==> src/rtl/gwf_pkg.sv <==
// Package for the Gaussian window filter.
// Holds sizes, register indexes, border modes and the shared struct types.
// No dependencies.
`default_nettype none

package gwf_pkg;

  localparam int MAX_RADIUS  = 3;
  localparam int MAX_WIDTH   = 1024;
  localparam int MAX_HEIGHT  = 1024;
  localparam int TAP_BITS    = 16;
  localparam int TAP_SLOT    = 16;
  localparam int NUM_TAPS    = 2 * MAX_RADIUS + 1;
  localparam int TAP_IDX_W   = $clog2(NUM_TAPS);
  localparam int RING_ROWS   = 2 * MAX_RADIUS + 2;
  localparam int RING_W      = $clog2(RING_ROWS);
  localparam int COL_W       = $clog2(MAX_WIDTH);
  localparam int ROW_W       = $clog2(MAX_HEIGHT);
  localparam int ADDR_W      = RING_W + COL_W;
  localparam int STORE_DEPTH = RING_ROWS * MAX_WIDTH;
  localparam int POS_W       = ROW_W + 3;
  localparam int DIM_W       = 11;
  localparam int CFG_W       = 64;
  localparam int HI_W        = 48;
  localparam int IDX_W       = 3;
  localparam int PIX_W       = 8;
  localparam int WT_W        = 2 * TAP_BITS;
  localparam int PROD_W      = WT_W + PIX_W;
  localparam int ACC_W       = PROD_W + 6;
  localparam int WSUM_W      = WT_W + 6;
  localparam int QUOT_W      = PIX_W + 1;
  localparam int DIV_CNT_W   = 4;
  localparam int QDEPTH      = 2;
  localparam int QPTR_W      = $clog2(QDEPTH);
  // rows at least this wide let the front run ahead of the back end
  localparam int SAFE_WIDTH  = 16;

  typedef enum logic [IDX_W-1:0] {
    REG_RADIUS = 3'd0,
    REG_BORDER = 3'd1,
    REG_WIDTH  = 3'd2,
    REG_HEIGHT = 3'd3,
    REG_VLO    = 3'd4,
    REG_VHI    = 3'd5,
    REG_HLO    = 3'd6,
    REG_HHI    = 3'd7
  } reg_idx_e;

  typedef enum logic [1:0] {
    BM_ZERO   = 2'd0,
    BM_MIRROR = 2'd1,
    BM_RENORM = 2'd2
  } bmode_e;

  typedef struct packed {
    logic [1:0]                         rad;
    bmode_e                             mode;
    logic [COL_W-1:0]                   wm1;
    logic [ROW_W-1:0]                   hm1;
    logic [NUM_TAPS-1:0][TAP_BITS-1:0]  vtap;
    logic [NUM_TAPS-1:0][TAP_BITS-1:0]  htap;
  } cfg_t;

  typedef struct packed {
    logic [ROW_W-1:0] row;
    logic [COL_W-1:0] col;
    logic             is_last;
  } job_t;

endpackage

`default_nettype wire

==> src/rtl/gwf_queue.sv <==
// Short job queue between the front end and the filter back end.
// Depends on gwf_pkg.
`default_nettype none

module gwf_queue import gwf_pkg::*; (
  input  logic clk_i,
  input  logic rst_ni,
  input  logic push_i,
  input  job_t data_i,
  input  logic pop_i,
  output job_t data_o,
  output logic full_o,
  output logic empty_o
);

  job_t              mem_q [QDEPTH];
  logic [QPTR_W-1:0] wp_q, rp_q;
  logic [QPTR_W:0]   cnt_q;

  assign full_o  = (cnt_q == (QPTR_W+1)'(QDEPTH));
  assign empty_o = (cnt_q == '0);
  assign data_o  = mem_q[rp_q];

  always_ff @(posedge clk_i) begin
    if (push_i) begin
      mem_q[wp_q] <= data_i;
    end
  end

  always_ff @(posedge clk_i or negedge rst_ni) begin
    if (!rst_ni) begin
      wp_q  <= '0;
      rp_q  <= '0;
      cnt_q <= '0;
    end else begin
      if (push_i) wp_q <= wp_q + 1'b1;
      if (pop_i)  rp_q <= rp_q + 1'b1;
      if (push_i && !pop_i)      cnt_q <= cnt_q + 1'b1;
      else if (pop_i && !push_i) cnt_q <= cnt_q - 1'b1;
    end
  end

endmodule

`default_nettype wire

==> config.mk <==
export PLATFORM = sky130hd
export DESIGN_NAME = gwf_queue
export DESIGN_NICKNAME = d
export VERILOG_FILES = /design/src/rtl/gwf_pkg.sv /design/src/rtl/gwf_queue.sv
export SDC_FILE = /design/constraint.sdc
export NUM_CORES = 1
export LEC_CHECK = 0
export ABC_AREA = 0
export ABC_CLOCK_PERIOD_IN_PS = 3100
export BUFFER_PORTS_ARGS = -buffer_cell sky130_fd_sc_hd__buf_2
export CORE_UTILIZATION = 54
export DETAILED_ROUTE_END_ITERATION = 10
export PLACE_DENSITY = 0.87
export SLEW_MARGIN = 30
export SYNTH_ARGS = -nofsm -noshare
export SYNTH_HDL_FRONTEND = slang
export SYNTH_SLANG_ARGS = --single-unit
==> constraint.sdc <==
create_clock -name clk_i -period 3.1 [get_ports clk_i]
set_clock_uncertainty 0.05 [all_clocks]
set_input_delay 0.155 -clock clk_i [delete_from_list [all_inputs] [get_ports clk_i]]
set_output_delay 0.155 -clock clk_i [all_outputs]
set_load 0.03 [all_outputs]
* Word level (Yosys, flattened, before mapping)
Memory sizes are Yosys's and may differ from the RTL's.
Index checks and enable logic that the tools add are counted.
** Operators by class
- Add/subtract/negate cells :: 4
- Equality and inequality tests :: 1
- Multiplexer cells :: 4
- Reduce and logical (&&, ||, !) cells :: 6
** Operator list (count)
- 2-bit two-way mux :: 2
- 1-bit adder, second input constant :: 2
- 2-bit by 1-bit adder with 2-bit output, second input constant :: 1
- 2-bit equality test, second input constant :: 1
- 1-bit logical AND :: 2
- 1-bit logical NOT :: 2
- 2-bit logical NOT :: 1
- 1-bit two-way mux :: 2
- 2-bit nonzero test :: 1
- 2-bit by 1-bit subtractor with 2-bit output, second input constant :: 1
** Storage, ports and cells
- Flip-flop bits (word level) :: 4
- Memory bits (writable) :: 42
- Word-level logic and storage cells :: 19
- Memories :: 1
** Memories
- mem_q :: depth 2, width 21, read ports 1, clocked after Yosys merged registers in 0, wr ports 1, line gwf_queue.sv:16 : job_t mem_q [QDEPTH];

* Longest topological paths before layout
Gate-level depths: netlist of the first run.
- Depth in word-level cells :: 4
- Gate-level depth with buffers :: 5
- Depth with buffers taken out :: 5

* Least setup slack after synthesis of the first run
No wires, ideal clock.
- Path type :: register to register
- Start :: reg wp_q
- End :: mem mem_q[0][0] (netlist bit), enable pin
- Data arrival time :: 1.359 ns
- Required time :: 2.649 ns
- Slack :: 1.290 ns
- Cell stages (with the launch flop) :: 2
- Path through :: dfrtp_1 -> nor2b_1
** RTL lines
- start, declared :: line gwf_queue.sv:17 : logic [QPTR_W-1:0] wp_q, rp_q;
- start signal, assigned :: line gwf_queue.sv:36 : if (push_i) wp_q <= wp_q + 1'b1;
- end, declared :: line gwf_queue.sv:16
No word-level cell before the write port.

==> results of run 1 <==
## metrics by stage
stage               hold slack, ns   util  instance area, sq um  std cells
CTS                         0.0653  0.750                  2270        202
global route                0.0636  0.751                  2270        202
detailed placement         -0.0817  0.655                  1980        170
global placement           -0.0907  0.653                  1980        170
finish                      0.0738  0.751                  2270        202
floorplan                   -0.191      -                  1710         81
## synthesized netlist by cell type
master,instances
and2_1,1
buf_6,2
dfrtp_1,4
edfxtp_1,42
ha_1,1
inv_1,1
mux2_2,21
nor2_1,2
nor2b_1,2
xnor2_1,1
xor2_1,4
## flip-flops by register name, summed over array words and instances (netlist names)
signal and count:
mem_q 42, cnt_q 2, rp_q 1, wp_q 1
## critical path: cells and delay by family, from the launching register on
kind / cells / cell delay [ns]
muxes: 1 / 0.42
DFF: 1 / 0.96
buffers and inverters: 1 / 0.18
## kinds of logic after synthesis
family                   share of synthesized area
adder cells (fa/ha/maj)                    0.00733
AND/OR/NAND/NOR                             0.0154
flip-flops                                   0.798
multiplexers                                 0.139
XOR/XNOR                                    0.0257
buffers and inverters                       0.0154
## worst max path at each step
stage	startpoint	end	slack, ns
6_report	rp_q	data_o[0]	0.98
5_1_grt	rp_q	data_o[3]	0.85
4_1_cts	rp_q	data_o[10]	0.95
3_5_place_dp	rp_q	data_o[10]	1.36
3_3_place_gp	rp_q	data_o[0]	1.38
2_1_floorplan	wp_q	mem_q[0][0]	1.29
## area by class of cell
type | count | area, sq um | share of cell area
clock buffer | 6 | 41.3 | 0.0182
inverter | 1 | 3.75 | 0.00165
sequential | 46 | 1360 | 0.599
multi-input combinational | 32 | 328 | 0.144
clock inverter | 2 | 8.76 | 0.00385
timing repair buffer | 71 | 475 | 0.209
tap | 44 | 55.1 | 0.0242
## cells in the final DEF (no fill, tap or decap)
cell / Yosys / routed
clkinv_1: 0 / 1
edfxtp_1: 42 / 42
ha_1: 1 / 1
dfrtp_1: 4 / 4
clkbuf_1: 0 / 1
nor2b_4: 0 / 1
xor2_1: 4 / 4
clkinv_2: 0 / 1
clkbuf_4: 0 / 5
and2_2: 0 / 1
nor2b_1: 2 / 1
dlygate4sd3_1: 0 / 24
mux2_2: 21 / 21
nor2_1: 2 / 2
xnor2_1: 1 / 1
buf_2: 0 / 47
inv_1: 1 / 1
## routing by layer
layer  up-vias  global-route usage
li1        462                   -
met1       478               0.221
met2        41               0.319
met3         3              0.0759
met4         0              0.0612
met5         -                   0
## power by group
part | total [uW] | switching (uW) | internal, uW
Combinational | 698 | 427 | 271
Clock | 262 | 177 | 85.5
Sequential | 931 | 102 | 828
## what timing repair did
| item | CTS | global route |
|---|---|---|
| hold buffers | 24 | 0 |
| buffers inserted | 0 | 0 |
| endpoints found under the hold margin | 48 | 0 |
==> metrics, run 1 <==
status finished clean; Slew Viols, Final 0; dpl hpwl 1.72 mm; first-pass GRT wire length 4.40 mm; total congestion overflow 0; area leader, netlist edfxtp_1; htree depth 2; Fillers between 150 and 200; row count 20; worst setup margin 0.981 ns; Rel. slew slack 0.397; clk sinks 46; post-route setup TNS 0 ns; syn_area_per_cell approximately 21 sq um; I/O Pins 48; largest net degree at the start of global routing 23; post-route minimum period between 2 and 2.5 ns; Seq cells post-synth 46; register area share after synthesis 0.798; TritonCTS buffer count 5; dominant cells by area after synthesis edfxtp_1 (74%), mux2_2 (14%), dfrtp_1 (5.9%); drt pass-1 iters 4; Root Buffer clkbuf_4; Clock Pin Slew Worst Setup and Hold Paths approximately 0.12 ns; final total power about 1900 uW; Pleak 0.000890 uW; Final ANT Viol Nets 0; R2R Path End mem_q[0][1]; crit path DAT around 1.9 ns; antenna fix cells 0; Vias between 900 and 1000; VDD IR-drop max roughly 0.56 mV; Highest Clock Rate 472 MHz; Die Ht about 58 um; final hold vios 0; number of global-route vias before repair 970; Final nets 183; Total GRT Usage 0.189; Startpoint Class flip-flop; endpoints failing setup 0; Mapped Area between 1500 and 2000 sq um; RSZ-0062 raised after global routing no; Met3 Wirelength approximately 210 um; Distinct cells, synth 11; Clock Path Buffers 2; share of the clock period used by the worst path 0.684; met2 WL about 1.5 mm; HP Class primary input to asynchronous set/reset pin; Synth Instances 81; DP Worst Slack between 1 and 1.5 ns; Core Region 3030 sq um; gpl congestion ~0.64; Syn. warnings 0; flop2flop setup slack 1.72 ns; worst r2r src wp_q; initial drt markers 43; wire length per cell 14.4 um; Die Span X ~58 um; Initial Utilization 0.564; syn nets ~110; FF-to-FF path depth 1; sequence of cells on the critical path mux2_2, buf_2; Slowest Stage Delay on Critical Path ~0.96 ns; Slew @ Worst Pin 0.905 ns; CTS tree built; die area 3390 sq um; critical setup path kind flip-flop to primary output; Crit. End Element primary output; cts repair resizes 0; latest clock arrival within the worst-skew pair approximately 0.35 ns; Vias/cell around 4.9; top-area cell type share of the netlist area 0.739; CP Max Fanout 22; Worst EP required slightly below 3 ns; initial antenna violation count 0; highest routed layer met4; max_cap viols 0; Slowest cell on crit path dfrtp_1; final WL just under 3 mm; Pwr per Cell Area about 830 nW/um^2; Area Growth Syn to Fin 33.2%; Port Buffers between 40 and 50; # DRC 0; layout cells sized above 1 0.481; DRT met1 WL 1.21 mm
Note: power is estimated with default switching activity, not from simulation.
==> run 2: changes to the inputs <==
Settings changed: ABC_CLOCK_PERIOD_IN_PS 3100 to 1800, CORE_UTILIZATION 54 to 45, PLACE_DENSITY 0.87 to 0.78.
Clock period 3.1 ns to 1.8 ns, I/O delays scaled along.
==> run 2 against run 1 <==
- via count down 1.7%
- count of clock-buffer cells in the layout did not move
- first-iteration DRC count fell by 58%
- cell count up 4.5%
- largest cell class unchanged
==> metrics, run 2 (synthesis gave the netlist of run 1 again) <==
drt pass-1 iters 4; hold slack ~0.078 ns; Port Buffers 47; Pwr per Cell Area around 1500 nW/um^2; Clock Path Buffers 2; max_cap viols 0; Highest Clock Rate slightly above 600 MHz; htree depth 2; final WL approximately 2.9 mm; post-route minimum period between 1.5 and 2 ns; Die Span X 63.6 um; R2R Path End mem_q[1][10]; CTS tree built; first-pass GRT wire length 4.64 mm; final hold vios 0; most common cell after layout, fill and taps aside buf_2; I/O Pins between 40 and 50; total congestion overflow 0; gpl congestion ~0.65; row count 22; crit path DAT between 1 and 1.5 ns; Root Buffer clkbuf_8; share of the clock period used by the worst path 0.891; endpoints failing setup 0; Area Growth Syn to Fin 37.2%; worst r2r src wp_q; Startpoint Class flip-flop; dpl hpwl 1.82 mm; Finished Cell Area approximately 2300 sq um; critical setup path kind flip-flop to primary output; Worst EP required between 1.5 and 2 ns; sequential cell area roughly 1400 sq um; flop2flop setup slack around 0.7 ns; latest clock arrival within the worst-skew pair 0.29 ns; CP Max Fanout 22; TritonCTS buffer count 5; Clock Pin Slew Worst Setup and Hold Paths about 0.070 ns; Crit. End Element primary output; Largest Register mem_q; Vias/cell 4.58; layout cells sized above 1 0.491; status finished clean; die area 4040 sq um; Placed Cells between 150 and 200; final total power 3410 uW; Final ANT Viol Nets 0; Finished Layout Cells 211; Fillers ~280; FF-to-FF path depth 2; commonest cells after routing, fill and taps aside buf_2 (47), edfxtp_1 (42), dlygate4sd3_1 (24); top flop regs mem_q (42), cnt_q (2); antenna fix cells 0; Vias ~970; Rel. slew slack 0.809; RSZ-0062 raised after global routing no; number of global-route vias before repair 1013; Largest register FFs between 40 and 50; area of the multi-input gates about 320 sq um; # DRC 0; Total GRT Usage 0.160; clk sinks 46; post-route setup TNS 0 ns; Slew @ Worst Pin 0.286 ns; VDD IR-drop max slightly above 0.7 mV; Die Ht 63.6 um; largest net degree at the start of global routing 23; Final nets roughly 190; Core Region about 3700 sq um; initial drt markers 18; Placed Instance Area slightly above 2000 sq um; wire length per cell around 14 um; Slew Viols, Final 0; Pleak ~0.00092 uW; initial antenna violation count 0; Initial Utilization 0.466; post-CTS setup buffers 0; HP Class primary input to asynchronous set/reset pin
## run 2: changes by cell type in the layout (fill, tap and decap cells not counted), sizes merged
cell  previous run  this run
buf             47        52
## run 2: critical path, stage by stage, from the launching register on
cell     delay, ns
dfrtp_1       0.32
buf_4         0.28
mux2_2        0.39
buf_2         0.18
## run 2: final cells by class
cell class | count | share of cell area
inverters | 1 | 0.00160
multi-input cells | 32 | 0.137
clock inverters | 2 | 0.00374
well taps | 48 | 0.0257
clock buffers | 6 | 0.0310
flip-flops and latches | 46 | 0.582
repair buffers | 76 | 0.219
## run 2: timing repair
item | in CTS | in global routing
endpoints found under the hold margin | 48 | 0
hold buffers | 24 | 0
gates resized for setup | 0 | 0
## run 2: layer usage
layer  GRT usage  up-vias  routed length, um
met4      0.0597        0                 37
met2       0.291       40               1530
met1       0.164      452               1110
met3      0.0580        6                176
li1            -      469                  -
met5           0        -                  0
## run 2: how the worst max path moves through the flow
| stage | start | end | cells after the start |
|---|---|---|---|
| after floorplan | wp_q | mem_q[0][0] | 1 |
| after global placement | rp_q | data_o[1] | 3 |
| after detailed placement | rp_q | data_o[1] | 3 |
| after CTS | rp_q | data_o[1] | 3 |
| after global routing | rp_q | data_o[3] | 3 |
| final | rp_q | data_o[3] | 3 |
## run 2: power breakdown
part | internal (uW) | leakage (uW) | switching [uW]
logic | 504 | 0.000440 | 833
clock network | 267 | 0.0000426 | 305
registers | 1430 | 0.000441 | 74.3
total | 2200 | 0.000924 | 1210
## run 2: metrics by stage
| stage | setup WS (ns) | utilization |
|---|---|---|
| global route | 0.121 | 0.639 |
| detailed placement | 0.506 | 0.552 |
| floorplan | 0.376 | - |
| finish | 0.196 | 0.639 |
| CTS | 0.180 | 0.639 |
| global placement | 0.514 | 0.552 |
