**src/rtl/gwf_pkg.sv**
```systemverilog
// Package for the Gaussian window filter.
// Holds sizes, register indexes, border modes and the shared struct types.
// No dependencies.
`default_nettype none

package gwf_pkg;

  localparam int MAX_RADIUS  = 3;
  localparam int MAX_WIDTH   = 1024;
  localparam int MAX_HEIGHT  = 1024;
  localparam int TAP_BITS    = 16;
  localparam int TAP_SLOT    = 16;
  localparam int NUM_TAPS    = 2 * MAX_RADIUS + 1;
  localparam int TAP_IDX_W   = $clog2(NUM_TAPS);
  localparam int RING_ROWS   = 2 * MAX_RADIUS + 2;
  localparam int RING_W      = $clog2(RING_ROWS);
  localparam int COL_W       = $clog2(MAX_WIDTH);
  localparam int ROW_W       = $clog2(MAX_HEIGHT);
  localparam int ADDR_W      = RING_W + COL_W;
  localparam int STORE_DEPTH = RING_ROWS * MAX_WIDTH;
  localparam int POS_W       = ROW_W + 3;
  localparam int DIM_W       = 11;
  localparam int CFG_W       = 64;
  localparam int HI_W        = 48;
  localparam int IDX_W       = 3;
  localparam int PIX_W       = 8;
  localparam int WT_W        = 2 * TAP_BITS;
  localparam int PROD_W      = WT_W + PIX_W;
  localparam int ACC_W       = PROD_W + 6;
  localparam int WSUM_W      = WT_W + 6;
  localparam int QUOT_W      = PIX_W + 1;
  localparam int DIV_CNT_W   = 4;
  localparam int QDEPTH      = 2;
  localparam int QPTR_W      = $clog2(QDEPTH);
  // rows at least this wide let the front run ahead of the back end
  localparam int SAFE_WIDTH  = 16;

  typedef enum logic [IDX_W-1:0] {
    REG_RADIUS = 3'd0,
    REG_BORDER = 3'd1,
    REG_WIDTH  = 3'd2,
    REG_HEIGHT = 3'd3,
    REG_VLO    = 3'd4,
    REG_VHI    = 3'd5,
    REG_HLO    = 3'd6,
    REG_HHI    = 3'd7
  } reg_idx_e;

  typedef enum logic [1:0] {
    BM_ZERO   = 2'd0,
    BM_MIRROR = 2'd1,
    BM_RENORM = 2'd2
  } bmode_e;

  typedef struct packed {
    logic [1:0]                         rad;
    bmode_e                             mode;
    logic [COL_W-1:0]                   wm1;
    logic [ROW_W-1:0]                   hm1;
    logic [NUM_TAPS-1:0][TAP_BITS-1:0]  vtap;
    logic [NUM_TAPS-1:0][TAP_BITS-1:0]  htap;
  } cfg_t;

  typedef struct packed {
    logic [ROW_W-1:0] row;
    logic [COL_W-1:0] col;
    logic             is_last;
  } job_t;

endpackage

`default_nettype wire

```
**src/rtl/gwf_back.sv**
```systemverilog
// Back end: walks one job's window, multiply-accumulates via a short pipeline,
// renormalizes by restoring division in renormalize mode. Depends on gwf_pkg.
`default_nettype none

module gwf_back import gwf_pkg::*; (
  input  logic              clk_i,
  input  logic              rst_ni,
  input  cfg_t              cfg_i,
  input  job_t              job_i,
  input  logic              q_empty_i,
  output logic              pop_o,
  output logic              idle_o,
  output logic              rd_en_o,
  output logic [ADDR_W-1:0] rd_addr_o,
  input  logic [PIX_W-1:0]  rd_data_i,
  output logic              out_valid_o,
  input  logic              out_ready_i,
  output logic [PIX_W-1:0]  filtered_o,
  output logic              last_of_frame_o
);

  typedef enum logic [1:0] {S_IDLE, S_RUN, S_DIV, S_OUT} state_e;

  state_e                state_q;
  job_t                  job_q;
  logic [TAP_IDX_W-1:0]  ai_q, bi_q;
  logic                  issuing_q, v1_q, v2_q, v3_q, u1_q, u2_q, u3_q;
  logic [TAP_BITS-1:0]   vt1_q, ht1_q;
  logic [WT_W-1:0]       wt2_q, wt3_q;
  logic [PIX_W-1:0]      pix2_q;
  logic [PROD_W-1:0]     prod3_q;
  logic [ACC_W-1:0]      acc_q, rem_q, dvs_q, rem_nx;
  logic [WSUM_W-1:0]     wsum_q;
  logic [QUOT_W-1:0]     quot_q, quot_nx;
  logic [DIV_CNT_W-1:0]  cnt_q;
  logic [PIX_W-1:0]      res_q;
  logic                  last_q;

  logic [TAP_IDX_W-1:0]  span;
  logic signed [POS_W-1:0] rr, cc, rs, cs, last_r, last_c;
  logic                  use_e, issue, drained, start_div;
  logic [PIX_W-1:0]      plain_res;

  function automatic logic signed [POS_W-1:0] mirror(input logic signed [POS_W-1:0] i,
                                                     input logic signed [POS_W-1:0] lim);
    logic signed [POS_W-1:0] m;
    m = i;
    if (i < 0)        m = -i;
    else if (i > lim) m = (lim <<< 1) - i;
    if (m < 0)   m = '0;
    if (m > lim) m = lim;
    return m;
  endfunction

  assign span   = {cfg_i.rad, 1'b0};
  assign last_r = $signed(POS_W'(cfg_i.hm1));
  assign last_c = $signed(POS_W'(cfg_i.wm1));
  assign rr = $signed(POS_W'(job_q.row)) + $signed(POS_W'(ai_q)) - $signed(POS_W'(cfg_i.rad));
  assign cc = $signed(POS_W'(job_q.col)) + $signed(POS_W'(bi_q)) - $signed(POS_W'(cfg_i.rad));

  always_comb begin
    if (cfg_i.mode == BM_MIRROR) begin
      rs    = mirror(rr, last_r);
      cs    = mirror(cc, last_c);
      use_e = 1'b1;
    end else begin
      rs    = rr;
      cs    = cc;
      use_e = (rr >= 0) && (rr <= last_r) && (cc >= 0) && (cc <= last_c);
    end
  end

  assign issue     = (state_q == S_RUN) && issuing_q;
  assign rd_en_o   = issue;
  assign rd_addr_o = {rs[RING_W-1:0], cs[COL_W-1:0]};
  assign pop_o     = (state_q == S_IDLE) && !q_empty_i;
  assign idle_o    = (state_q == S_IDLE);
  assign drained   = !issuing_q && !v1_q && !v2_q && !v3_q;
  assign start_div = (state_q == S_RUN) && drained && (cfg_i.mode == BM_RENORM)
                     && (wsum_q != '0);

  assign plain_res = (|acc_q[ACC_W-1:WT_W+PIX_W]) ? '1 : acc_q[WT_W +: PIX_W];

  always_comb begin
    if (rem_q >= dvs_q) begin
      rem_nx  = rem_q - dvs_q;
      quot_nx = {quot_q[QUOT_W-2:0], 1'b1};
    end else begin
      rem_nx  = rem_q;
      quot_nx = {quot_q[QUOT_W-2:0], 1'b0};
    end
  end

  assign out_valid_o     = (state_q == S_OUT);
  assign filtered_o      = res_q;
  assign last_of_frame_o = last_q;

  always_ff @(posedge clk_i or negedge rst_ni) begin
    if (!rst_ni) begin
      state_q   <= S_IDLE;
      ai_q      <= '0;
      bi_q      <= '0;
      issuing_q <= 1'b0;
      v1_q      <= 1'b0;
      v2_q      <= 1'b0;
      v3_q      <= 1'b0;
      cnt_q     <= '0;
      res_q     <= '0;
      last_q    <= 1'b0;
    end else begin
      v1_q <= issue;
      v2_q <= v1_q;
      v3_q <= v2_q;
      unique case (state_q)
        S_IDLE: begin
          if (!q_empty_i) begin
            ai_q      <= '0;
            bi_q      <= '0;
            issuing_q <= 1'b1;
            state_q   <= S_RUN;
          end
        end
        S_RUN: begin
          if (issuing_q) begin
            if (bi_q == span) begin
              bi_q <= '0;
              if (ai_q == span) issuing_q <= 1'b0;
              else              ai_q <= ai_q + 1'b1;
            end else begin
              bi_q <= bi_q + 1'b1;
            end
          end else if (drained) begin
            last_q <= job_q.is_last;
            if (cfg_i.mode == BM_RENORM) begin
              if (wsum_q == '0) begin
                res_q   <= '0;
                state_q <= S_OUT;
              end else begin
                cnt_q   <= '0;
                state_q <= S_DIV;
              end
            end else begin
              res_q   <= plain_res;
              state_q <= S_OUT;
            end
          end
        end
        S_DIV: begin
          cnt_q <= cnt_q + 1'b1;
          if (cnt_q == DIV_CNT_W'(QUOT_W - 1)) begin
            res_q   <= quot_nx[QUOT_W-1] ? '1 : quot_nx[PIX_W-1:0];
            state_q <= S_OUT;
          end
        end
        S_OUT: begin
          if (out_ready_i) state_q <= S_IDLE;
        end
        default: state_q <= S_IDLE;
      endcase
    end
  end

  always_ff @(posedge clk_i) begin
    u1_q    <= use_e;
    u2_q    <= u1_q;
    u3_q    <= u2_q;
    vt1_q   <= cfg_i.vtap[ai_q];
    ht1_q   <= cfg_i.htap[bi_q];
    wt2_q   <= vt1_q * ht1_q;
    pix2_q  <= rd_data_i;
    prod3_q <= wt2_q * pix2_q;
    wt3_q   <= wt2_q;
    if (pop_o) begin
      job_q  <= job_i;
      acc_q  <= '0;
      wsum_q <= '0;
    end else if (v3_q && u3_q) begin
      acc_q  <= acc_q + ACC_W'(prod3_q);
      wsum_q <= wsum_q + WSUM_W'(wt3_q);
    end
    if (start_div) begin
      rem_q  <= acc_q;
      dvs_q  <= {wsum_q, PIX_W'(0)};
      quot_q <= '0;
    end else if (state_q == S_DIV) begin
      rem_q  <= rem_nx;
      dvs_q  <= dvs_q >> 1;
      quot_q <= quot_nx;
    end
  end

endmodule

`default_nettype wire

```
**config.mk**
```make
export PLATFORM = sky130hd
export DESIGN_NAME = gwf_back
export DESIGN_NICKNAME = d
export VERILOG_FILES = /design/src/rtl/gwf_pkg.sv /design/src/rtl/gwf_back.sv
export SDC_FILE = /design/constraint.sdc
export NUM_CORES = 2
export LEC_CHECK = 0
export BUFFER_PORTS_ARGS = -buffer_cell sky130_fd_sc_hd__buf_2
export CORE_ASPECT_RATIO = 2
export CORE_MARGIN = 1.5
export CORE_UTILIZATION = 64
export CTS_BUF_LIST = sky130_fd_sc_hd__clkbuf_8
export DETAILED_ROUTE_END_ITERATION = 10
export PLACE_DENSITY = 0.95
export SYNTH_ARGS = -nofsm -noshare
export SYNTH_HDL_FRONTEND = slang
export SYNTH_SLANG_ARGS = --single-unit
```
**constraint.sdc**
```tcl
create_clock -name clk_i -period 19.8 [get_ports clk_i]
set_input_delay 5.94 -clock clk_i [delete_from_list [all_inputs] [get_ports clk_i]]
set_output_delay 5.94 -clock clk_i [all_outputs]
set_load 0.05 [all_outputs]
```
* Word level (Yosys, flattened, before mapping) *
Cells that the tools add are included.

storage, ports and cells
  output and inout port bits = 26
  bits in registers = 377
  bits of input ports = 281

operators by class
  bitwise logic cells = 1
  add/sub/neg operators = 14
  eq/ne operators = 19
  multiplexer cells = 58
  magnitude comparators = 15
  $mul = 2
  reduce and logical (&&, ||, !) cells = 33

operators with widths
  operator             count
  $mux 46              5
  $mux 13              10
  $bmux 16 s3          2
  $mux 8               7
  $add 46x40->46       1
  $ge 46x46->1         1
  $sub 46x46->46       1
  $mul 32x8->40        1
  $add 38x32->38       1
  $logic_not 38->1     1
  $reduce_bool 38->1   1
  $mul 16x16->32       1
  $mux 16              2
  $gt 13x11->1         2
  $lt 13x1->1 const B  2
  $neg 12->13          2
  $sub 12x12->13       2
  $ge 12x1->1 const B  2
  $gt 12x11->1         2
  $le 12x11->1         2
  $lt 12x1->1 const B  2
  $mux 3               8
  $sub 11x2->12        2
  $add 10x3->11        2
  other kinds (28)     80

* Longest topological paths before layout *
  depth after elaboration = 12
  mapped depth = 32

* Least setup slack after synthesis *
OpenSTA, ideal clock, no wires.

  kind = input -> output
  start = input cfg_i[247] in the netlist's numbering
  end = output rd_addr_o[11]
  cell stages on the path = 26
  path buffers = 2
  slack = 0.802 ns
  arrival = 13.058 ns
  path through = inv_1 > fa_1 > ha_1 > a21oi_1 > nand4b_1 > and3_1 > or2_2 > xnor2_1 > ha_1 > a21o_1 > a211oi_1 > or3b_2 > a21oi_1 > clkbuf_1 > clkbuf_1 > nor3_1 > a211oi_1 > a21oi_1 > ha_1 > and4_1 > nand2_1 > o211ai_1 > o211ai_1 > o31ai_1 > a31oi_1 > o311ai_0

between the ends
  longest elaborated chain between the ends = 11
  elaborated cells between the ends (all ways) = 14
  classes of those cells = 3 x add/sub; 4 x order compare; 7 x mux

ends and longest elaborated chain
  item                                                   line            text
  start, declared                                        gwf_back.sv:8   input cfg_t cfg_i,
  $sub 11x2->12 *                                        gwf_back.sv:58  assign rr = $signed(POS_W'(job_q.row)) + $signed(POS_W'(ai_q)) - $signed(POS_W'(cfg_i.rad));
  $sub 12x12->13 / $gt 12x11->1 (equally long branches)  gwf_back.sv:49  else if (i > lim) m = (lim <<< 1) - i;
  $mux 13                                                gwf_back.sv:49
  $mux 13                                                gwf_back.sv:48  if (i < 0) m = -i;
  $mux 13                                                gwf_back.sv:62  if (cfg_i.mode == BM_MIRROR) begin
  $lt 13x1->1                                            gwf_back.sv:50  if (m < 0) m = '0;
  $mux 13                                                gwf_back.sv:50
  $mux 13                                                gwf_back.sv:62
  $gt 13x11->1                                           gwf_back.sv:51  if (m > lim) m = lim;
  $mux 3                                                 gwf_back.sv:51
  $mux 3 *                                               gwf_back.sv:62
  end, declared                                          gwf_back.sv:14  output logic [ADDR_W-1:0] rd_addr_o,

Mark *: on every way between the ends. The rest lies on a longest branch, timed or not. The select of a mux whose other input is x is not followed.

* Worst setup path after layout *
  start = input cfg_i[247] in the netlist's numbering
  end = output rd_addr_o[12]

Same word-level chain as after synthesis.

==> qor.yml <==
grt:
  grt-ovfl-total: 0
  grt_pass1_vias: 38823
  grt_usage_pct: 39.3
  grt_max_degree: 95
  grt_pass1_wl_um: 196000
  antenna_found_initial: 15
hold_path:
  hold_end: "u2_q$_DFF_P_"
  min_from: "u1_q$_SDFF_PN1_"
  whs_path_depth: 0
  hold_class: "flop to flop"
drt:
  highest_layer: "met5"
  met1_length_um: 36400
  wl_met2_um: 65200
  route.met3.wl_um: 8620
  ant_nets: 0
  drtPass1Iterations: 8
  drc_errors: 0
  wl_um: 125000
  viasPerCell: 6.27
  post_drt_wl_per_cell_um: 22.0
  vias: 35712
  drt_iter0_markers: 2952
critical_path:
  max_stage_delay_ns: 0.64
  timing.rr.start: "ht1_q[4]$_DFF_P_"
  worstPathArrival_ns: 12.78
  rr_worst_depth: 23
  start_kind: "input pin"
  critPathKind: "input pin to output pin"
  cp_max_fo: 10
  r2r_end: "wt2_q[31]$_DFF_P_"
  cp-end-kind: "output pin"
  ff2ff_setup_slack_ns: 12.52
  slowest_stage: "a311oi_1"
  required_ns: 13.86
  critPathTopFamily: "compound AO/OA/AOI/OAI gates"
  worst-path-buf-inv: 4
synth:
  ys_seq_area_share_pct: 21.9
  ys_warn_count: 0
  synth_cell_types: 87
  synth_area_um2: 39800
  async_reset_ff_share_pct: 6.63
  avgSynthCellArea_um2: 8.61
  synth_seq_cells: 377
  syn_nets: 5671
  netlist_instances: 4629
  synth_area_leader_cell: "fa_1"
  yosysTopAreaCellShare_pct: 19.2
  synth-edff-count: 105
  ys.flop_type: "dfxtp_1"
  netlist_top_cells_area: "fa_1 19%, dfxtp_1 12%, ha_1 12%"
cells_and_area:
  multi_input_area_um2: 28400
  layout_commonest_cell: "nand2_1"
  area_growth_pct: 9.03
  final_nets: 5899
  drive_gt1_share_pct: 10.7
  layout_common_cells: "745 x nand2_1, 540 x inv_1, 383 x fa_1, 377 x ha_1, 306 x buf_2"
  fillers: 4450
  regArea_um2: 8730
cts:
  cts_setup_buffers: 0
  clock_path_buffers: 3
  cts_resized: 0
  cts_sinks: 377
  htree_levels: 2
  cts_inserted_buffers: 55
  cts_tree: "built"
  root_buffer: "clkbuf_8"
  clk_latency_ns: 0.74
  holdBufCountCts: 0
  clk_pin_slew_ns: 0.07
timing:
  final_hold_viol_count: 0
  setup_viol: 0
  grt_setup_unrepaired: "false"
  slew_viol_final: 0
  worstMarginPinSlew_ns: 1.37
  finalCriticalPeriod_ns: 18.72
  finalCritPeriodShare_pct: 94.5
  slew_headroom_pct: 7.96
  max_freq_mhz: 53.4
  clock_skew_ns: 0.0643
  timing.setup.tns_ns: 0
die:
  die_y_um: 356
  core-area_um2: 61700
  rows: 129
  fp.dieW_um: 179
  start_util_pct: 64.6
  ios: 307
  dieArea_um2: 63800
placed_design:
  globalplace.congestion: 1.06
  dp_hpwl_um: 96900
  port_buffers: 306
job:
  maxCapViolCount: 0
status:
  status: "finished clean"
worst register-to-register path: stages, from the launching register on:
cell and delay [ns]:
dfxtp_1 0.92, nand2_1 0.20, fa_1 0.58, inv_1 0.05, fa_1 0.47, inv_1 0.05, fa_1 0.48, fa_1 0.54
inv_1 0.05, fa_1 0.48, inv_1 0.05, fa_1 0.49, inv_1 0.06, ha_1 0.36, and4_1 0.29, nand2_1 0.07
o21ai_0 0.37, o2111ai_1 0.27, a21boi_0 0.52, a21oi_1 0.18, o21ai_0 0.33, a21o_1 0.16, a21oi_1 0.08, xnor2_1 0.13
cell families after synthesis:
family / Yosys count / synth area share [%]
AOI/OAI and AO/OA: 935 / 14.4
and+or+nand+nor: 1544 / 17.8
DFF: 377 / 21.9
buffers and inverters: 711 / 6.75
muxes: 106 / 3.71
xor gates and xnor gates: 195 / 4.29
adders and majority gates: 761 / 31.1
metal layers:
layer  GRT usage (%)  vias to the layer above
li1                -                    16013
met1            33.6                    16922
met2            72.1                     1912
met3            7.84                      859
met4            42.3                        6
met5               0                        -
Yosys cell counts (all sizes together), types with 48 or more instances:
| master | n |
|---|---|
| xnor2 | 139 |
| clkbuf | 152 |
| edfxtp | 105 |
| nand3 | 72 |
| nor2 | 237 |
| nand2b | 48 |
| ha | 378 |
| a21oi | 282 |
| inv | 539 |
| and2 | 206 |
| mux2i | 60 |
| nor3 | 53 |
| dfxtp | 247 |
| fa | 383 |
| a21o | 92 |
| xor2 | 56 |
| o21ai | 283 |
| nand2 | 746 |
sequential cells by signal, summed over array words and instances (netlist names), 2 cells and up:
signal and cells:
cnt_q 4, pix2_q 8, prod3_q 40, filtered_o 8
ai_q 3, rem_q 46, dvs_q 46, acc_q 46
quot_q 8, vt1_q 16, state_q 2, wsum_q 38
ht1_q 16, job_q 21, bi_q 3, wt3_q 32
wt2_q 32
through the flow:
step	hold slack, ns	area (µm²)	setup slack, ns	instances	utilization (%)
finish	0.356	43400	1.08	5700	70.4
global route	0.365	43400	0.575	5699	70.4
CTS	0.356	43400	1.12	5688	70.4
detailed placement	0.342	42000	1.15	5585	68.1
global placement	0.355	42000	1.18	5585	68.1
floorplan	0.310	39800	0.802	4629	-
how the worst max path moves through the flow:
stage                     from             to  slack [ns]  depth (start not counted)
floorplan           cfg_i[247]  rd_addr_o[11]        0.80                         26
global placement    cfg_i[247]  rd_addr_o[12]        1.18                         28
detailed placement  cfg_i[247]  rd_addr_o[12]        1.15                         28
CTS                 cfg_i[247]  rd_addr_o[12]        1.12                         28
global route        cfg_i[247]  rd_addr_o[12]        0.57                         28
finish              cfg_i[247]  rd_addr_o[12]        1.08                         28
layout make-up:
type,count,share of cell area (%)
multi-input combinational,3541,65.5
sequential,377,20.1
inverter,540,4.67
timing repair buffer,342,4.15
tap,786,2.26
clock buffer,62,1.96
clock inverter,41,1.29
antenna,11,0.0634
Power is not shown: default switching activity piles up to over one toggle a cycle in this logic, so the estimate is an artifact.
