### config.mk
export PLATFORM = sky130hd
export DESIGN_NAME = gwf_front
export DESIGN_NICKNAME = d
export VERILOG_FILES = /design/src/rtl/gwf_pkg.sv /design/src/rtl/gwf_front.sv
export SDC_FILE = /design/constraint.sdc
export NUM_CORES = 1
export LEC_CHECK = 0
export CAP_MARGIN = 20
export CORE_ASPECT_RATIO = 1.25
export CORE_MARGIN = 2
export CORE_UTILIZATION = 30
export CTS_CLUSTER_SIZE = 28
export DETAILED_ROUTE_END_ITERATION = 10
export DONT_BUFFER_PORTS = 1
export PLACE_DENSITY_LB_ADDON = 0.3
export SLEW_MARGIN = 10
export SYNTH_ARGS = -nofsm -noshare
export SYNTH_HDL_FRONTEND = slang
export SYNTH_SLANG_ARGS = --single-unit
export TNS_END_PERCENT = 30
### constraint.sdc
create_clock -name clk_i -period 6.2 [get_ports clk_i]
set_input_delay 1.24 -clock clk_i [delete_from_list [all_inputs] [get_ports clk_i]]
set_output_delay 1.24 -clock clk_i [all_outputs]
set_load 0.1 [all_outputs]
### src/rtl/gwf_pkg.sv
// Package for the Gaussian window filter.
// Holds sizes, register indexes, border modes and the shared struct types.
// No dependencies.
`default_nettype none

package gwf_pkg;

  localparam int MAX_RADIUS  = 3;
  localparam int MAX_WIDTH   = 1024;
  localparam int MAX_HEIGHT  = 1024;
  localparam int TAP_BITS    = 16;
  localparam int TAP_SLOT    = 16;
  localparam int NUM_TAPS    = 2 * MAX_RADIUS + 1;
  localparam int TAP_IDX_W   = $clog2(NUM_TAPS);
  localparam int RING_ROWS   = 2 * MAX_RADIUS + 2;
  localparam int RING_W      = $clog2(RING_ROWS);
  localparam int COL_W       = $clog2(MAX_WIDTH);
  localparam int ROW_W       = $clog2(MAX_HEIGHT);
  localparam int ADDR_W      = RING_W + COL_W;
  localparam int STORE_DEPTH = RING_ROWS * MAX_WIDTH;
  localparam int POS_W       = ROW_W + 3;
  localparam int DIM_W       = 11;
  localparam int CFG_W       = 64;
  localparam int HI_W        = 48;
  localparam int IDX_W       = 3;
  localparam int PIX_W       = 8;
  localparam int WT_W        = 2 * TAP_BITS;
  localparam int PROD_W      = WT_W + PIX_W;
  localparam int ACC_W       = PROD_W + 6;
  localparam int WSUM_W      = WT_W + 6;
  localparam int QUOT_W      = PIX_W + 1;
  localparam int DIV_CNT_W   = 4;
  localparam int QDEPTH      = 2;
  localparam int QPTR_W      = $clog2(QDEPTH);
  // rows at least this wide let the front run ahead of the back end
  localparam int SAFE_WIDTH  = 16;

  typedef enum logic [IDX_W-1:0] {
    REG_RADIUS = 3'd0,
    REG_BORDER = 3'd1,
    REG_WIDTH  = 3'd2,
    REG_HEIGHT = 3'd3,
    REG_VLO    = 3'd4,
    REG_VHI    = 3'd5,
    REG_HLO    = 3'd6,
    REG_HHI    = 3'd7
  } reg_idx_e;

  typedef enum logic [1:0] {
    BM_ZERO   = 2'd0,
    BM_MIRROR = 2'd1,
    BM_RENORM = 2'd2
  } bmode_e;

  typedef struct packed {
    logic [1:0]                         rad;
    bmode_e                             mode;
    logic [COL_W-1:0]                   wm1;
    logic [ROW_W-1:0]                   hm1;
    logic [NUM_TAPS-1:0][TAP_BITS-1:0]  vtap;
    logic [NUM_TAPS-1:0][TAP_BITS-1:0]  htap;
  } cfg_t;

  typedef struct packed {
    logic [ROW_W-1:0] row;
    logic [COL_W-1:0] col;
    logic             is_last;
  } job_t;

endpackage

`default_nettype wire

### src/rtl/gwf_front.sv
// Front end: configuration registers, request intake, position tracking,
// line store writes and job generation. Depends on gwf_pkg.
`default_nettype none

module gwf_front import gwf_pkg::*; (
  input  logic              clk_i,
  input  logic              rst_ni,
  input  logic              cfg_we_i,
  input  logic [IDX_W-1:0]  cfg_idx_i,
  input  logic [CFG_W-1:0]  cfg_data_i,
  input  logic              in_valid_i,
  output logic              in_ready_o,
  input  logic [PIX_W-1:0]  pixel_i,
  input  logic              drain_i,
  input  logic              back_idle_i,
  input  logic              q_full_i,
  input  logic              q_empty_i,
  output logic              push_o,
  output job_t              job_o,
  output logic              wr_en_o,
  output logic [ADDR_W-1:0] wr_addr_o,
  output logic [PIX_W-1:0]  wr_data_o,
  output cfg_t              cfg_o
);

  logic [1:0]        radius_q, border_q;
  logic [DIM_W-1:0]  width_q, height_q;
  logic [CFG_W-1:0]  vlo_q, hlo_q;
  logic [HI_W-1:0]   vhi_q, hhi_q;

  logic [ROW_W:0]    in_row_q;
  logic [COL_W-1:0]  in_col_q, out_col_q;
  logic [ROW_W-1:0]  out_row_q;
  logic [2*DIM_W-1:0] pos_q;

  logic [DIM_W-1:0]  w_eff, h_eff;
  logic [COL_W-1:0]  wm1;
  logic [ROW_W-1:0]  hm1;
  logic [CFG_W+HI_W-1:0] vall, hall;
  logic              accept, pix_phase, ignore, advance, emit, before_lat;
  logic              is_last, wide, at_start, restart;
  logic [2*DIM_W-1:0] lat;

  always_comb begin
    if (width_q == '0)                        w_eff = DIM_W'(1);
    else if (width_q > DIM_W'(MAX_WIDTH))     w_eff = DIM_W'(MAX_WIDTH);
    else                                      w_eff = width_q;
    if (height_q == '0)                       h_eff = DIM_W'(1);
    else if (height_q > DIM_W'(MAX_HEIGHT))   h_eff = DIM_W'(MAX_HEIGHT);
    else                                      h_eff = height_q;
  end

  assign wm1  = COL_W'(w_eff - DIM_W'(1));
  assign hm1  = ROW_W'(h_eff - DIM_W'(1));
  assign vall = {vhi_q, vlo_q};
  assign hall = {hhi_q, hlo_q};

  always_comb begin
    cfg_o.rad = radius_q;
    cfg_o.wm1 = wm1;
    cfg_o.hm1 = hm1;
    if (border_q == BM_MIRROR)      cfg_o.mode = BM_MIRROR;
    else if (border_q == BM_RENORM) cfg_o.mode = BM_RENORM;
    else                            cfg_o.mode = BM_ZERO;
    for (int k = 0; k < NUM_TAPS; k++) begin
      cfg_o.vtap[k] = vall[TAP_SLOT*k +: TAP_BITS];
      cfg_o.htap[k] = hall[TAP_SLOT*k +: TAP_BITS];
    end
  end

  // linear position of the first output: radius rows plus radius pixels
  assign lat        = (2*DIM_W)'(radius_q) * (2*DIM_W)'(w_eff) + (2*DIM_W)'(radius_q);
  assign pix_phase  = (in_row_q <= {1'b0, hm1});
  assign before_lat = (pos_q < lat);
  assign is_last    = (out_row_q == hm1) && (out_col_q == wm1);
  assign wide       = (wm1 >= COL_W'(SAFE_WIDTH - 1));
  assign at_start   = (in_row_q == '0) && (in_col_q == '0);

  // narrow rows or a new frame wait for the back end to finish reading
  assign in_ready_o = !q_full_i && ((wide && !at_start) || (q_empty_i && back_idle_i));

  assign accept  = in_valid_i && in_ready_o;
  assign ignore  = pix_phase && drain_i;
  assign advance = accept && !ignore;
  assign emit    = advance && !before_lat;
  assign restart = cfg_we_i && (cfg_idx_i < REG_VLO);

  assign wr_en_o   = accept && pix_phase && !drain_i;
  assign wr_addr_o = {in_row_q[RING_W-1:0], in_col_q};
  assign wr_data_o = pixel_i;

  assign push_o        = emit;
  assign job_o.row     = out_row_q;
  assign job_o.col     = out_col_q;
  assign job_o.is_last = is_last;

  always_ff @(posedge clk_i or negedge rst_ni) begin
    if (!rst_ni) begin
      radius_q <= 2'd3;
      border_q <= BM_RENORM;
      width_q  <= DIM_W'(MAX_WIDTH);
      height_q <= DIM_W'(MAX_HEIGHT);
      vlo_q    <= '0;
      vhi_q    <= '0;
      hlo_q    <= '0;
      hhi_q    <= '0;
    end else if (cfg_we_i) begin
      unique case (reg_idx_e'(cfg_idx_i))
        REG_RADIUS: radius_q <= cfg_data_i[1:0];
        REG_BORDER: border_q <= cfg_data_i[1:0];
        REG_WIDTH:  width_q  <= cfg_data_i[DIM_W-1:0];
        REG_HEIGHT: height_q <= cfg_data_i[DIM_W-1:0];
        REG_VLO:    vlo_q    <= cfg_data_i;
        REG_VHI:    vhi_q    <= cfg_data_i[HI_W-1:0];
        REG_HLO:    hlo_q    <= cfg_data_i;
        REG_HHI:    hhi_q    <= cfg_data_i[HI_W-1:0];
        default:    radius_q <= radius_q;
      endcase
    end
  end

  always_ff @(posedge clk_i or negedge rst_ni) begin
    if (!rst_ni) begin
      in_row_q  <= '0;
      in_col_q  <= '0;
      out_row_q <= '0;
      out_col_q <= '0;
      pos_q     <= '0;
    end else if (restart || (emit && is_last)) begin
      in_row_q  <= '0;
      in_col_q  <= '0;
      out_row_q <= '0;
      out_col_q <= '0;
      pos_q     <= '0;
    end else begin
      if (advance) begin
        pos_q <= pos_q + 1'b1;
        if (in_col_q == wm1) begin
          in_col_q <= '0;
          in_row_q <= in_row_q + 1'b1;
        end else begin
          in_col_q <= in_col_q + 1'b1;
        end
      end
      if (emit) begin
        if (out_col_q == wm1) begin
          out_col_q <= '0;
          out_row_q <= out_row_q + 1'b1;
        end else begin
          out_col_q <= out_col_q + 1'b1;
        end
      end
    end
  end

endmodule

`default_nettype wire

Word level (Yosys, flattened, before mapping)
Cells that the tools add are included.

Flip-flop bits (word level): 313. Input bits: 83. Output and inout bits: 293.

Add/sub/neg operators: 8. $mul: 1. Magnitude comparators: 6. Equal/unequal tests: 12. Muxes and demuxes: 20. Reductions and logical operators: 39.

Operators with widths (count): 10-bit 2-to-1 mux (11); 11-bit 2-to-1 mux (5); 22-bit 2-to-1 mux (2); 11-bit logical NOT (3); 10-bit by 1-bit adder with 10-bit output (second input constant) (3); 10-bit equality test (3); 22-bit by 1-bit adder with 22-bit output (second input constant) (1); 11-bit greater-than comparator (second input constant) (2); 22-bit by 14-bit < comparator with 1-bit output (1); 2-bit AND reduction (10); 10-bit by 1-bit subtractor with 10-bit output (second input constant) (2); 13-bit by 2-bit adder with 14-bit output (1); 1-bit logical AND (13); 2-bit by 11-bit multiplier with 13-bit output (1); 3-bit equality test (second input constant) (4); 11-bit by 1-bit adder with 11-bit output (second input constant) (1); 11-bit by 10-bit less-or-equal comparator with 1-bit output (1); 10-bit by 4-bit greater-or-equal comparator with 1-bit output (second input constant) (1); 10-bit logical NOT (1); 2-bit nonzero test (4); 3-bit by 2-bit equality test with 1-bit output (second input constant) (2); 1-bit logical NOT (5); 2-bit 2-to-1 mux (2); 3-bit by 1-bit equality test with 1-bit output (second input constant) (1); 5 further kinds (6).

Longest topological paths before layout
Gate-level depths: netlist of the first run.

Depth in word-level cells: 15. Gate-level depth with buffers: 28. Depth with buffers taken out: 24.

Least setup slack after synthesis of the first run
Ideal clock, no wire load.

Kind: reg-to-output. Start: reg height_q[2]. End: out wr_en_o. Data arrival time: 8.303 ns. Path slack: -3.343 ns. Stages on the path, launching flop included: 15. Path buffers: 2. Path through: dfrtp_1 > clkbuf_1 > nor3_1 > and3_1 > o21ai_0 > ha_1 > clkbuf_1 > nor2_1 > nor2_1 > inv_1 > ha_1 > a21o_1 > a211oi_1 > a21oi_1 > nor3_1.

RTL lines: from (decl) (line gwf_front.sv:27) `logic [DIM_W-1:0] width_q, height_q;`; from (signal assigned) (line gwf_front.sv:102) `height_q <= DIM_W'(MAX_HEIGHT);`; from (signal assigned) (line gwf_front.sv:112) `REG_HEIGHT: height_q <= cfg_data_i[DIM_W-1:0];`; to (decl) (line gwf_front.sv:20) `output logic wr_en_o,`.

Worst setup path in the final report of the first run
Start: reg width_q[4]. End: out push_o.

Cells in the longest elaborated chain, start to end: 11.

Ends and longest elaborated chain: from (decl) (line gwf_front.sv:27); from (signal assigned) (line gwf_front.sv:101) `width_q <= DIM_W'(MAX_WIDTH);`; from (signal assigned) (line gwf_front.sv:111) `REG_WIDTH: width_q <= cfg_data_i[DIM_W-1:0];`; 11-bit greater-than comparator (line gwf_front.sv:46) `else if (width_q > DIM_W'(MAX_WIDTH)) w_eff = DIM_W'(MAX_WIDTH);`; 11-bit 2-to-1 mux (line gwf_front.sv:46); 11-bit 2-to-1 mux (*) (line gwf_front.sv:45) `if (width_q == '0) w_eff = DIM_W'(1);`; branches (longest 7 deep; another with 22-bit by 14-bit < comparator with 1-bit output); 1-bit logical AND (*) (line gwf_front.sv:85) `assign emit = advance && !before_lat;`; to (decl) (line gwf_front.sv:18) `output logic push_o,`.

Every way passes the cells marked *.

==> results of run 1 <==
==> critical path: cells and delay by family, from the launching register on <==
family	cells	cell delay [ns]
flip-flops	1	0.41
adder cells (fa/ha/maj)	4	1.28
AO/OA/AOI/OAI	8	1.08
buffers and inverters	2	0.11
AND/OR/NAND/NOR	8	1.81
==> cell usage after synthesis (all sizes together), types with 18 or more instances <==
cell type,instances
o21ai,42
xnor2,23
and2,18
nor3,38
ha,51
nand2b,26
clkbuf,49
mux2,247
a21oi,40
inv,52
nor4,21
nand3,37
nand4,26
or3,21
dfrtp,308
nand2,65
nor2,63
buf,36
==> layer usage <==
layer / vias to the layer above / GRT usage [%]
met3: 76 / 6.919
met1: 5683 / 18.27
met2: 430 / 29.01
met4: 0 / 5.910
li1: 5100 / -
met5: - / 0
==> where the power goes <==
group          total (W)  internal (W)  switching [W]
registers        0.00520       0.00237        0.00283
logic            0.00195      0.000730        0.00122
clock network    0.00220       0.00131       0.000881
total            0.00934       0.00441        0.00493
==> metrics by stage <==
step	setup TNS (ns)	cell area (sq um)	instances	hold WS (ns)	total power [W]
6_report	-0.2681	18560	2130	0.4000	0.009344
5_1_grt	-0.6377	18560	2130	0.3595	0.009690
4_1_cts	-0.3230	18280	2117	0.3617	0.009404
3_5_place_dp	-0.005100	16950	2043	0.5556	0.007119
3_3_place_gp	0	16950	2043	0.5414	0.007088
2_1_floorplan	0	15900	1383	0.4960	0.006608
==> timing repair <==
| action | in CTS | in global routing |
|---|---|---|
| hold buffers | 0 | 0 |
| setup endpoints to repair | 1 | 62 |
| pin swaps | 12 | 19 |
| gates cloned | 0 | 4 |
| gates resized for setup | 9 | 27 |
| setup buffers | 11 | 12 |
==> path summary, 6_finish.rpt <==
path / from / endpoint / cells past startpoint
max: width_q[4] / push_o / 22
min: rst_ni / hhi_q[15] / 0
max reg2reg: width_q[4] / pos_q[0] / 31
min reg2reg: border_q[0] / border_q[0] / 1
max in group asynchronous: rst_ni / border_q[1] / 0
min in group clk_i: border_q[0] / border_q[0] / 1
==> final cells by class <==
cell class,instances,area (sq um)
repair buffers,97,852.1
well taps,672,840.8
inverters,53,202.7
clock inverters,16,212.7
clock buffers,47,1002
multi-input cells,932,7609
flip-flops and latches,313,7839
fillers,5216,33900
==> cell usage in the layout (no fill, tap or decap), types with 6 or more instances in the layout <==
cell       Yosys  final
a211oi_1       9      7
a21o_1        10     10
a21oi_1       40     36
a31oi_1       10      8
and2_1        18     18
and3_1        11     11
and4_1         6      6
buf_4         14     88
clkbuf_16      0     40
clkbuf_8       0      6
dfrtp_1      308    308
ha_1          51     50
inv_1         52     50
mux2_2       247    247
mux2i_1       12     12
nand2_1       65     64
nand2b_1      26     26
nand3_1       37     37
nand4_1       26     26
nand4b_1       6      6
nor2_1        63     57
nor2b_1       17     15
nor3_1        37     34
nor3b_1        8      7
nor4_1        18     18
o2111ai_1      6      6
o211ai_1       9      9
o21ai_0       41     35
o22ai_1        8      8
or3_1         21     21
or4_1          9      9
xnor2_1       23     21
xor2_1        16     16
==> flip-flops by register name, indices dropped and copies added, names as in the netlist, 10 cells and up <==
register   flops
width_q       11
out_row_q     10
in_col_q      10
pos_q         22
hlo_q         64
vlo_q         64
hhi_q         48
in_row_q      11
out_col_q     10
height_q      11
vhi_q         48
==> kinds of logic after synthesis <==
family / count (synthesis)
XOR/XNOR: 41
flip-flops: 313
AO/OA/AOI/OAI: 187
AND/OR/NAND/NOR: 392
multiplexers: 259
buffers and inverters: 138
adder cells (fa/ha/maj): 53
==> results.yml, run 1 <==
run_status:
  outcome: "complete, but fails checks"
  violations: "negative setup slack"
synth:
  synth-async-reset-ratio_pct: 100.0
  synth_xor_area_share_pct: 2.441
  synth_edf_count: 0
  synthesis.nets: 1519
  synth.cell_area_sq_um: 15840
  synth_warnings: 0
  synthFlopType: "dfrtp_1"
  synth_cell_type_count: 75
  synth_top_area_share_pct: 48.66
  synthSimpleGateAreaFrac_pct: 13.78
  synth_top_area_cell: "dfrtp_1"
  synthMuxAreaShare_pct: 18.32
  syn_inst: 1383
  synth-seq-cells: 313
  synth_fa_ha_area_share_pct: 4.282
  avgSynthCellArea_sq_um: 11.45
  synth-compound-area-share_pct: 7.916
  yosys-top-cells-area: "dfrtp_1 (49%), mux2_2 (18%), ha_1 (4.0%), nand2_1 (1.5%), nor2_1 (1.5%)"
  synth_top_family_by_area: "multiplexers"
  yosysSeqAreaShare_pct: 49.49
cells_and_area:
  layout.nets: 1568
  drive_above_1_share_pct: 31.69
  final_util_pct: 35.38
  area_delta_synth_final_pct: 17.17
  num_antenna_cells: 0
clocking:
  cts_root_buf: "clkbuf_16"
  htreeDepth: 2
  cts_buffers: 35
  ctsLongestPathBuffers: 3
  tritoncts: "yes"
  clock_latency_ns: 0.54
  cts.clk_slew.worst_paths_ns: 0.06
  clock-sinks: 313
setup_path:
  cp.arrival_ns: 5.23
  reg2reg_slack_ns: 0.29
  path_max_fanout: 3
  critPathRequiredTime_ns: 4.96
  cp_cell_sequence: "nor4_4, a31oi_2, nor2_2, nand2_1, fa_1, inv_1, ha_2, inv_2, fa_2, nor2b_1, o21ai_1, a21oi_1, o21ai_1, a21oi_2, o21ai_2, nand2b_1, a311oi_2, ha_1, nand4b_1, nor2_2, a211oi_4, nor2_4"
  worstSetupPathType: "reg2out"
  crit_path_start_kind: "flop"
  critPathSlowestCell: "nor2_4"
  end_kind: "output pin"
  cpPeakStageDelay_ns: 0.59
drt:
  drt-pass1-iter-count: 7
  top_layer: "met4"
  wl_met2_mm: 23.32
  wl_met3_mm: 4.805
  wirelength_mm: 46.82
  first_iter_violations: 771
  dr_total_vias: 11289
  viasPerCell: 5.300
  drt_drc_violations_left: 0
  routedWlPerCell_um: 21.98
  final_antenna_net_count: 0
  met1Wirelength_mm: 17.25
sta:
  maxSlewHeadroom_pct: 25.26
  setup_viol: 1
  fmax_mhz: 154.6
  slew_viol_final: 0
  period_needed_ns: 6.468
  fin_crit_sh_pct: 104.3
  worstMarginPinSlew_ns: 1.116
  rsz0062_at_grt: "true"
  hold_violations: 0
  finalClockSkew_ns: 0.02169
  setup_ws_ns: -0.2681
die:
  fp.dieArea_sq_um: 54660
  die_h_um: 260.9
  pin_count: 376
  initial_core_util_pct: 30.19
  core_area_sq_um: 52460
  rows: 94
  fp.dieW_um: 209.5
run:
  maxCapViolations: 0
placed_design:
  hpwl_mm: 32.90
  routabilityCongestion: 0.8415
  place_ws_ns: -0.005100
  io_buffers: 0
global_routing:
  antenna_found_initial: 1
  grt_usage_pct: 16.66
  grt_max_degree: 314
  overflow: 0
  grt_pass1_wl_mm: 70.50
  grt_pass1_vias: 11580
power_and_ir_drop:
  power.static_leakage_nw: 7.881
  power_density_nw_per_um2: 503.5
  irDropWorstVdd_mv: 0.3000
hold_path:
  holdCritPathClass: "in2async"
Power figures use the tool's default switching activity.
==> inputs of run 2 (changes only) <==
==> constraint.sdc (replaced) <==
create_clock -name clk_i -period 5.5 [get_ports clk_i]
set_input_delay 1.1 -clock clk_i [delete_from_list [all_inputs] [get_ports clk_i]]
set_output_delay 1.1 -clock clk_i [all_outputs]
set_load 0.1 [all_outputs]
==> results.yml, run 2 (synthesis results as in run 1) <==
run_status:
  outcome: "complete, but fails checks"
  violations: "negative setup slack"
sta:
  fmax_mhz: 166.2
  setup_tns_ns: -0.5164
  rsz0062_at_grt: "true"
  finalHoldWorstSlack_ns: 0.2553
  setup_viol: 1
  hold_violations: 0
  worstMarginPinSlew_ns: 1.123
  setup_ws_ns: -0.5164
  finalClockSkew_ns: 0.01766
  slew_viol_final: 0
  fin_crit_sh_pct: 109.4
  maxSlewHeadroom_pct: 24.78
  period_needed_ns: 6.016
global_routing:
  grt_pass1_wl_mm: 69.49
  grt_pass1_vias: 11510
  grt_max_degree: 314
  antenna_found_initial: 1
  grt_usage_pct: 16.42
  overflow: 0
placed_design:
  hpwl_mm: 32.93
  dp_cells: 2069
  routabilityCongestion: 0.8425
  io_buffers: 0
die:
  pin_count: 376
  die_h_um: 260.9
  fp.dieArea_sq_um: 54660
  fp.dieW_um: 209.5
  initial_core_util_pct: 30.19
  rows: 94
  core_area_sq_um: 52460
cells_and_area:
  layout_commonest_cell: "dfrtp_1"
  top_regs: "hlo_q (64), vlo_q (64)"
  final_cells: 2141
  area_delta_synth_final_pct: 17.25
  final_cell_mix: "dfrtp_1 (308), mux2_2 (247), buf_4 (101)"
  nFillCells: 5170
  layout.nets: 1578
  drive_above_1_share_pct: 32.08
clocking:
  tritoncts: "yes"
  cts.clk_slew.worst_paths_ns: 0.06
  htreeDepth: 2
  clock-sinks: 313
  clock_latency_ns: 0.55
  cts_buffers: 36
  cts_root_buf: "clkbuf_16"
  ctsHoldBuffers: 0
  ctsLongestPathBuffers: 3
drt:
  dr_total_vias: 11275
  final_antenna_net_count: 0
  routedWlPerCell_um: 21.39
  first_iter_violations: 774
  wirelength_mm: 45.79
  viasPerCell: 5.266
  drt_drc_violations_left: 0
  drt-pass1-iter-count: 7
run:
  maxCapViolations: 0
setup_path:
  worstSetupPathType: "reg2out"
  path_max_fanout: 3
  crit_path_start_kind: "flop"
  cp.arrival_ns: 4.92
  reg2reg_slack_ns: 0.32
  critPathRequiredTime_ns: 4.40
  end_kind: "output pin"
power_and_ir_drop:
  seqPwrFrac_pct: 55.0
  power_w: 0.01055
  switching_power_w: 0.005560
  power_frac_comb_pct: 21.4
  power.static_leakage_nw: 7.884
  irDropWorstVdd_mv: 0.3404
  power_density_nw_per_um2: 568.2
  power_frac_clock_pct: 23.5
  p_sw_share_pct: 52.69
  p_int_w: 0.004991
hold_path:
  holdCritPathClass: "in2async"
## run 2: layout make-up
type	instances	area, sq um	area share [%]
Multi-Input combinational cell	932	7626	41.07
Timing Repair Buffer	106	840.8	4.528
Tap cell	672	840.8	4.528
Sequential cell	313	7839	42.21
Clock buffer	49	999.7	5.383
Clock inverter	15	219.0	1.179
Antenna cell	1	2.502	0.01348
Inverter	53	202.7	1.091
## run 2: path summary, 6_finish.rpt
check                           start            to  cells after the start
min                            rst_ni  out_row_q[2]                      0
min reg2reg                 pos_q[21]     pos_q[21]                      2
min in group clk_i          pos_q[21]     pos_q[21]                      2
max                        width_q[7]        push_o                     24
max in group asynchronous      rst_ni     vlo_q[58]                      0
max reg2reg                width_q[7]   in_col_q[3]                     29
## run 2: critical path: stages, from the launching register on
cell and delay (ns):
dfrtp_1 0.41, nor4_4 0.36, a31oi_4 0.16, nor2_4 0.11, nand2_1 0.07, fa_1 0.43, inv_1 0.07, ha_2 0.18
inv_2 0.04, fa_2 0.34, nor2b_2 0.13, o21ai_2 0.07, a21oi_2 0.15, o21ai_2 0.08, buf_4 0.13, buf_4 0.12
nand3_1 0.07, nand2b_1 0.06, ha_1 0.30, a21o_1 0.18, a21o_1 0.17, a21oi_1 0.19, nor2_2 0.08, a211oi_4 0.27
nor2_4 0.21
## run 2: metal layers
| layer | up-vias | track usage (%) | wire length (um) |
|---|---|---|---|
| li1 | 5129 | - | - |
| met1 | 5659 | 18.10 | 17050 |
| met2 | 407 | 29.09 | 23020 |
| met3 | 80 | 5.860 | 4190 |
| met4 | 0 | 6.068 | 1539 |
| met5 | - | 0 | 0 |
## run 2: metrics by stage
step	util, %	instance area (sq um)	setup WS, ns
4_1_cts	35.28	18500	-0.7910
5_1_grt	35.40	18570	-0.8087
3_3_place_gp	32.85	17230	-0.1207
2_1_floorplan	-	15990	-0.1930
3_5_place_dp	32.85	17230	-0.1940
6_report	35.40	18570	-0.5164
## run 2: power groups by stage
stage	clock, W	sequential [W]	combinational, W
final	0.00248	0.00581	0.00226
after global routing	0.00266	0.00586	0.00243
after CTS	0.00258	0.00582	0.00226
after detailed placement	0	0.00585	0.00224
after global placement	0	0.00585	0.00221
after floorplan	0	0.00586	0.00162
## run 2: timing repair
action / 4_1_cts / 5_1_grt
resized for setup: 4 / 13
pin swaps: 14 / 12
endpoints found under the setup margin: 1 / 59
buffers inserted: 5 / 2
==> inputs of run 3 (changes only) <==
--- a/config.mk
+++ b/config.mk
@@ -13,6 +13,7 @@
 export DETAILED_ROUTE_END_ITERATION = 10
 export DONT_BUFFER_PORTS = 1
 export PLACE_DENSITY_LB_ADDON = 0.3
+export REMOVE_ABC_BUFFERS = 1
 export SLEW_MARGIN = 10
 export SYNTH_ARGS = -nofsm -noshare
 export SYNTH_HDL_FRONTEND = slang
==> results.yml, run 3 (synthesis results as in run 1) <==
run_status:
  outcome: "complete, but fails checks"
  violations: "negative setup slack"
cells_and_area:
  drive_above_1_share_pct: 33.42
  layout.nets: 1581
  final_util_pct: 35.97
  num_antenna_cells: 0
  layout_commonest_cell: "dfrtp_1"
  area_delta_synth_final_pct: 19.13
  final_cell_mix: "dfrtp_1 (308), mux2_2 (247), buf_4 (90)"
  top_regs: "hlo_q (64), vlo_q (64)"
setup_path:
  end_kind: "output pin"
  critPathRequiredTime_ns: 4.40
  path_max_fanout: 3
  worstSetupPathType: "reg2out"
  crit_path_start_kind: "flop"
  cp.arrival_ns: 4.98
sta:
  slew_viol_final: 0
  fmax_mhz: 164.5
  setup_viol: 1
  period_needed_ns: 6.079
  worstMarginPinSlew_ns: 1.152
  finalClockSkew_ns: 0.02015
  setup_ws_ns: -0.5786
  rsz0062_at_grt: "true"
  maxSlewHeadroom_pct: 23.22
  hold_violations: 0
  fin_crit_sh_pct: 110.5
die:
  initial_core_util_pct: 30.19
  fp.dieW_um: 209.5
  rows: 94
  core_area_sq_um: 52460
  pin_count: 376
  fp.dieArea_sq_um: 54660
  die_h_um: 260.9
power_and_ir_drop:
  power_density_nw_per_um2: 562.7
  power.static_leakage_nw: 8.001
  power_w: 0.01062
  irDropWorstVdd_mv: 0.3551
clocking:
  cts.clk_slew.worst_paths_ns: 0.07
  ctsHoldBuffers: 0
  tritoncts: "yes"
  ctsLongestPathBuffers: 3
  htreeDepth: 2
  cts_buffers: 36
  clock_latency_ns: 0.55
  cts_root_buf: "clkbuf_16"
  clock-sinks: 313
hold_path:
  holdCritPathClass: "in2async"
placed_design:
  routabilityCongestion: 0.8617
  place_ws_ns: -0.3482
  hpwl_mm: 32.60
  io_buffers: 0
drt:
  viasPerCell: 5.293
  wirelength_mm: 47.48
  routedWlPerCell_um: 22.15
  drt-pass1-iter-count: 5
  final_antenna_net_count: 0
  dr_total_vias: 11348
  drt_drc_violations_left: 0
  first_iter_violations: 656
global_routing:
  grt_usage_pct: 16.80
  grt_max_degree: 314
  grt_pass1_wl_mm: 71.04
  grt_pass1_vias: 11697
  antenna_found_initial: 2
  overflow: 0
run:
  maxCapViolations: 0
run 3: cell types whose count changed in the layout (fill, tap and decap cells not counted), sizes merged:
cell | before | now
buf | 106 | 103
bufinv | 4 | 5
diode | 1 | 0
clkinvlp | 5 | 3
clkinv | 5 | 13
run 3: worst max-delay path, stage by stage, from the launching register on:
cell,delay (ns)
dfrtp_1,0.41
nor4_4,0.33
a31oi_2,0.16
nor2_2,0.14
nand2_1,0.08
fa_2,0.53
inv_2,0.04
ha_4,0.16
inv_2,0.05
fa_2,0.19
nor2b_1,0.05
o21ai_1,0.20
a21oi_2,0.09
o21ai_2,0.19
a21oi_2,0.10
o21ai_2,0.16
nand2b_1,0.12
a311oi_2,0.29
ha_1,0.30
nand3_1,0.09
nand4_1,0.13
a211oi_2,0.22
buf_4,0.17
nor2_4,0.05
buf_12,0.17
run 3: cell type report:
class                   instances  area [sq um]
well taps                     672         840.8
clock inverters                22         289.0
multi-input cells             932          7667
flip-flops and latches        313          7839
fillers                      5226         33590
clock buffers                  43         957.2
repair buffers                109          1071
inverters                      53         202.7
run 3: final timing paths:
check | from | endpoint | slack, ns | cells after the start
setup / recovery | width_q[0] | push_o | -0.58 | 24
hold / removal | rst_ni | out_row_q[2] | 0.25 | 0
setup reg to reg | width_q[0] | out_row_q[5] | 0.25 | 26
hold reg to reg | pos_q[21] | pos_q[21] | 0.57 | 2
max in group asynchronous | rst_ni | hhi_q[14] | 4.58 | 0
min in group clk_i | pos_q[21] | pos_q[21] | 0.57 | 2
run 3: routing by layer:
metal,part of all wire (%),GRT usage (%),up-vias
met5,0,0,-
li1,-,-,5125
met4,2.5,4.649,0
met2,51,30.12,429
met1,37,18.73,5720
met3,9.3,6.161,74
run 3: per-stage QoR:
stage	hold slack, ns	area [sq um]	cells	TNS (ns)
after detailed placement	0.5603	17180	2064	-0.3894
after CTS	0.2143	18500	2132	-0.6764
final	0.2492	18870	2144	-0.5786
after global routing	0.2115	18870	2144	-1.252
after floorplan	0.4960	15440	1298	-224.32
after global placement	0.5450	17150	2063	-0.2273
run 3: power by group:
group,switching [W],leakage [nW],internal (W)
Combinational,0.00138,3.54,0.000863
Clock,0.00104,0.610,0.00150
Sequential,0.00316,3.85,0.00267
run 3: repair_timing:
item	4_1_cts	5_1_grt
resized for setup	17	43
pin swaps	18	18
setup buffers	3	9
endpoints found under the hold margin	0	0
setup endpoints to repair	7	64
gates cloned	0	4
